<file path="src/rtl/core/vbd_pkg.sv">
// Shared types and constants for the volume box downscaler.
package vbd_pkg;

   // Fixed field widths.
   localparam int CFG_W   = 7;
   localparam int BIAS_W  = 9;
   localparam int TEXEL_W = 32;
   localparam int SUM_W   = 26;
   localparam int CNT_W   = 19;
   localparam int Q_W     = 8;
   localparam int REM_W   = SUM_W + 1;
   localparam int WORD_W  = 4 * SUM_W + CNT_W;
   localparam int STEP_W  = 3;

   // Index of the last quotient step for the resync lanes and the average lanes.
   localparam logic [STEP_W-1:0] SYNC_LAST_STEP = STEP_W'(CFG_W - 1);
   localparam logic [STEP_W-1:0] DIV_LAST_STEP  = STEP_W'(Q_W - 1);

   // Register indexes of the configuration port.
   localparam logic [2:0] CSR_SOURCE_WIDTH     = 3'd0;
   localparam logic [2:0] CSR_SOURCE_HEIGHT    = 3'd1;
   localparam logic [2:0] CSR_SOURCE_DEPTH     = 3'd2;
   localparam logic [2:0] CSR_SHRINK_FACTOR    = 3'd3;
   localparam logic [2:0] CSR_ALPHA_OFFSET     = 3'd4;
   localparam logic [2:0] CSR_SKIP_TRANSPARENT = 3'd5;

   typedef enum logic [2:0] {
      ST_IDLE,
      ST_SYNC,
      ST_READ,
      ST_UPDATE,
      ST_DIVIDE,
      ST_EMIT
   } state_type;

   // Commands from the controller to the datapath.
   typedef struct packed {
      logic take_item;
      logic sync_load;
      logic sync_step;
      logic sync_last;
      logic mem_read;
      logic mem_update;
      logic div_step;
      logic emit;
   } cmd_type;

   // Status from the datapath to the controller.
   typedef struct packed {
      logic sync_pending;
      logic in_range;
      logic emit_needed;
      logic out_free;
   } status_type;

endpackage

</file>
<file path="src/rtl/core/vbd_ctrl.sv">
// Controller state machine for the volume box downscaler.
module vbd_ctrl
   import vbd_pkg::*;
(
   input  logic       clock,
   input  logic       reset,
   input  logic       req_valid,
   input  status_type status,
   output cmd_type    cmd,
   output logic       req_stall
);

   state_type             state_ff, state_in;
   logic [STEP_W-1:0]     step_ff, step_in;
   logic                  ready;

   assign ready = (state_ff == ST_IDLE) && !status.sync_pending;

   // State and step counter registers.
   always_ff @(posedge clock) begin
      if (reset) begin
         state_ff <= ST_IDLE;
         step_ff  <= '0;
      end else begin
         state_ff <= state_in;
         step_ff  <= step_in;
      end
   end

   // Next state.
   always_comb begin
      state_in = state_ff;
      step_in  = '0;
      case (state_ff)
         ST_IDLE: begin
            if (status.sync_pending) begin
               state_in = ST_SYNC;
            end else if (req_valid) begin
               state_in = ST_READ;
            end
         end
         ST_SYNC: begin
            step_in = step_ff + 1'b1;
            if (step_ff == SYNC_LAST_STEP) begin
               state_in = ST_IDLE;
            end
         end
         ST_READ: begin
            state_in = status.in_range ? ST_UPDATE : ST_IDLE;
         end
         ST_UPDATE: begin
            state_in = status.emit_needed ? ST_DIVIDE : ST_IDLE;
         end
         ST_DIVIDE: begin
            step_in = step_ff + 1'b1;
            if (step_ff == DIV_LAST_STEP) begin
               state_in = ST_EMIT;
            end
         end
         ST_EMIT: begin
            if (status.out_free) begin
               state_in = ST_IDLE;
            end
         end
         default: state_in = ST_IDLE;
      endcase
   end

   // Outputs.
   always_comb begin
      cmd       = '0;
      req_stall = !ready;
      case (state_ff)
         ST_IDLE: begin
            cmd.sync_load = status.sync_pending;
            cmd.take_item = ready && req_valid;
         end
         ST_SYNC: begin
            cmd.sync_step = 1'b1;
            cmd.sync_last = (step_ff == SYNC_LAST_STEP);
         end
         ST_READ: begin
            cmd.mem_read = status.in_range;
         end
         ST_UPDATE: begin
            cmd.mem_update = 1'b1;
         end
         ST_DIVIDE: begin
            cmd.div_step = 1'b1;
         end
         ST_EMIT: begin
            cmd.emit = status.out_free;
         end
         default: cmd = '0;
      endcase
   end

endmodule

</file>
<file path="config.mk">
export PLATFORM = sky130hd
export DESIGN_NAME = vbd_ctrl
export DESIGN_NICKNAME = d
export VERILOG_FILES = /design/src/rtl/core/vbd_pkg.sv /design/src/rtl/core/vbd_ctrl.sv
export SDC_FILE = /design/constraint.sdc
export NUM_CORES = 1
export LEC_CHECK = 0
export ABC_AREA = 1
export BUFFER_PORTS_ARGS = -buffer_cell sky130_fd_sc_hd__buf_2
export CAP_MARGIN = 25
export CORE_AREA = 5 5 42 44
export CTS_CLUSTER_DIAMETER = 60
export DETAILED_ROUTE_END_ITERATION = 7
export DIE_AREA = 0 0 47 49
export GPL_ROUTABILITY_DRIVEN = 0
export GPL_TIMING_DRIVEN = 0
export PLACE_DENSITY_LB_ADDON = 0.08
export REMOVE_ABC_BUFFERS = 1
export SLEW_MARGIN = 20
export SYNTH_ARGS = -nofsm -noshare
export SYNTH_HDL_FRONTEND = slang
export SYNTH_SLANG_ARGS = --single-unit
</file>
<file path="constraint.sdc">
create_clock -name clock -period 2.8 [get_ports clock]
set_input_delay 0.56 -clock clock [delete_from_list [all_inputs] [get_ports clock]]
set_output_delay 0.56 -clock clock [all_outputs]
set_load 0.01 [all_outputs]
</file>
==> results.yml <==
outcome:
  status: "complete, no violations"
synth:
  yosys.area.top_type: "dfxtp_1"
  synth_cells: 63
  synth_top_area_frac: 0.2909
  ys_ff_latch: 6
  syn_area_per_cell_um2: 6.554
  synth_area_leaders: "dfxtp_1, nand2_1, ha_1"
  synthDistinctLibCells: 16
  ys.warnings.count: 0
  yosysSeqAreaShare: 0.2909
  synth_area_um2: 412.9
route:
  initialDrtViolationCount: 7
  via_count: 430
  wl_per_cell_um: 9.309
  drt_wl_total_um: 903
  drt-pass1-iter-count: 2
  vias_per_cell: 4.433
  drt_drc_violations_left: 0
  ant_nets: 0
placement:
  hpwl_um: 742.8
  io_buffers: 15
  pre_cts_slack_ps: 1146
  dp.cells: 94
  postPlaceCellArea_um2: 508.0
die:
  fp.dieArea_um2: 2303
  core_region_area_um2: 1401
  row_count: 14
  ioPinCount: 16
  die_height_um: 49
  die_w_um: 47
  start_util: 0.2946
clock_network:
  cts_buffers: 3
  clkTransAtPathRegs_ps: 50
  cts_htree_levels: 1
  cts_num_sinks: 6
  cts.path.max_buffers: 2
  post-cts-setup-buffers: 0
  cts_tree: "built"
  clk_latency_ps: 250
  root_buffer: "clkbuf_4"
  cts_resized: 0
  cts_hold_buf: 0
layout:
  final_util: 0.3786
  drive_gt1_frac: 0.3580
  finalNetCount: 93
  diodes: 0
  area_growth_pct: 28.48
  final_cells: 97
  final_area_um2: 530.5
global_route:
  grt_max_degree: 9
  grtUsageMet2: 0.1357
  antenna_found_initial: 0
  overflow: 0
  gr-usage-met3: 0.06642
  gr-usage-met1: 0.1228
  grt_pass1_vias: 410
  grt-busiest-layer: "met2"
  grt_pass1_wl_mm: 1.614
  grt.total_usage: 0.09641
sta:
  period_share: 0.6539
  finalClockSkew_ps: 6.725
  fin_setup_tns_ps: 0
  whs_ps: 448.7
  fmax_mhz: 546.2
  worst_pin_slew_ps: 288.8
  rsz0062_at_grt: "false"
  setup-violations-final: 0
  final.setup.worst_slack_ps: 969.2
  report.final.slew_viol_count: 0
  min_period_ps: 1831
  finalHoldViolations: 0
  relSlewSlack: 0.8072
min_path:
  min_path_type: "reg2reg"
  hold_depth: 1
power:
  ir_drop_v: 0.0003447
  p_total_mw: 0.3154
  p_leak_nw: 0.3171
  p_per_area_nw_per_um2: 594.6
setup_path:
  worstPathCellList: "nor2_2 -> nand3b_1 -> nor2_1 -> buf_2"
  critical_path.slowest_cell: "dfxtp_1"
  cp.depth: 4
  worstPathArrival_ps: 1270
  end_kind: "output port"
  worst-setup-path-type: "reg2out"
  path_delay_family: "simple AND/OR/NAND/NOR gates"
  cp_max_fo: 6
  r2r_cells: 7
  critPathRequiredTime_ps: 2240
  cp-start-kind: "flip-flop"
  path_buf_inv: 1
  critPathMaxStageDelay_ps: 390
job:
  cap_violations: 0
-- path summary, 6_finish.rpt --
| check | startpoint | endpoint | slack [ps] |
|---|---|---|---|
| worst max-delay path | state_ff[1] | cmd[7] | 970 |
| worst min-delay path | step_ff[0] | step_ff[0] | 450 |
| worst max register to register | step_ff[0] | state_ff[0] | 1540 |
| worst min register to register | step_ff[0] | step_ff[0] | 450 |
-- area by class of cell --
cell class | instances | area, µm²
Clock buffer | 3 | 22.52
Fill cell | 164 | 870.8
Inverter | 13 | 48.80
Multi-Input combinational cell | 44 | 244.0
Sequential cell | 6 | 120.1
Tap cell | 16 | 20.02
Timing Repair Buffer | 15 | 75.07
-- state kept, by name, summed over array words and instances, names as in the netlist --
name / flops
state_ff: 3
step_ff: 3
-- kinds of logic after synthesis --
family	share of synthesized area
AOI/OAI and AO/OA	0.02727
adders and majority gates	0.09092
buffers and inverters	0.1182
DFF	0.2909
and+or+nand+nor	0.4727
-- power breakdown --
part           total [mW]  internal [mW]  switching, mW
clock network      0.0807         0.0485         0.0321
logic               0.124         0.0454         0.0783
registers           0.111         0.0957         0.0154
-- Yosys cell counts --
cell type / count
nand4_1: 2
nand2_2: 2
dfxtp_1: 6
nor3_2: 1
nor2_1: 10
nand2_1: 13
nand3_1: 2
a31oi_1: 1
nand3b_1: 2
inv_2: 3
nor2_2: 4
nor4_1: 2
ha_1: 3
inv_1: 10
nor2_4: 1
o21ai_1: 1
-- cell usage in the layout, fill, tap and decap left out, drive strengths merged, types with 3 or more instances in the layout --
master | netlist | routed
buf | 0 | 15
nor2 | 15 | 15
inv | 13 | 13
dfxtp | 6 | 6
clkbuf | 0 | 3
ha | 3 | 3
nand2 | 15 | 15
-- layer usage --
metal,vias up,part of all wire
li1,234,-
met1,184,0.48
met2,12,0.43
met3,0,0.089
met4,0,0
met5,-,0
Power figures use the tool's default switching activity.
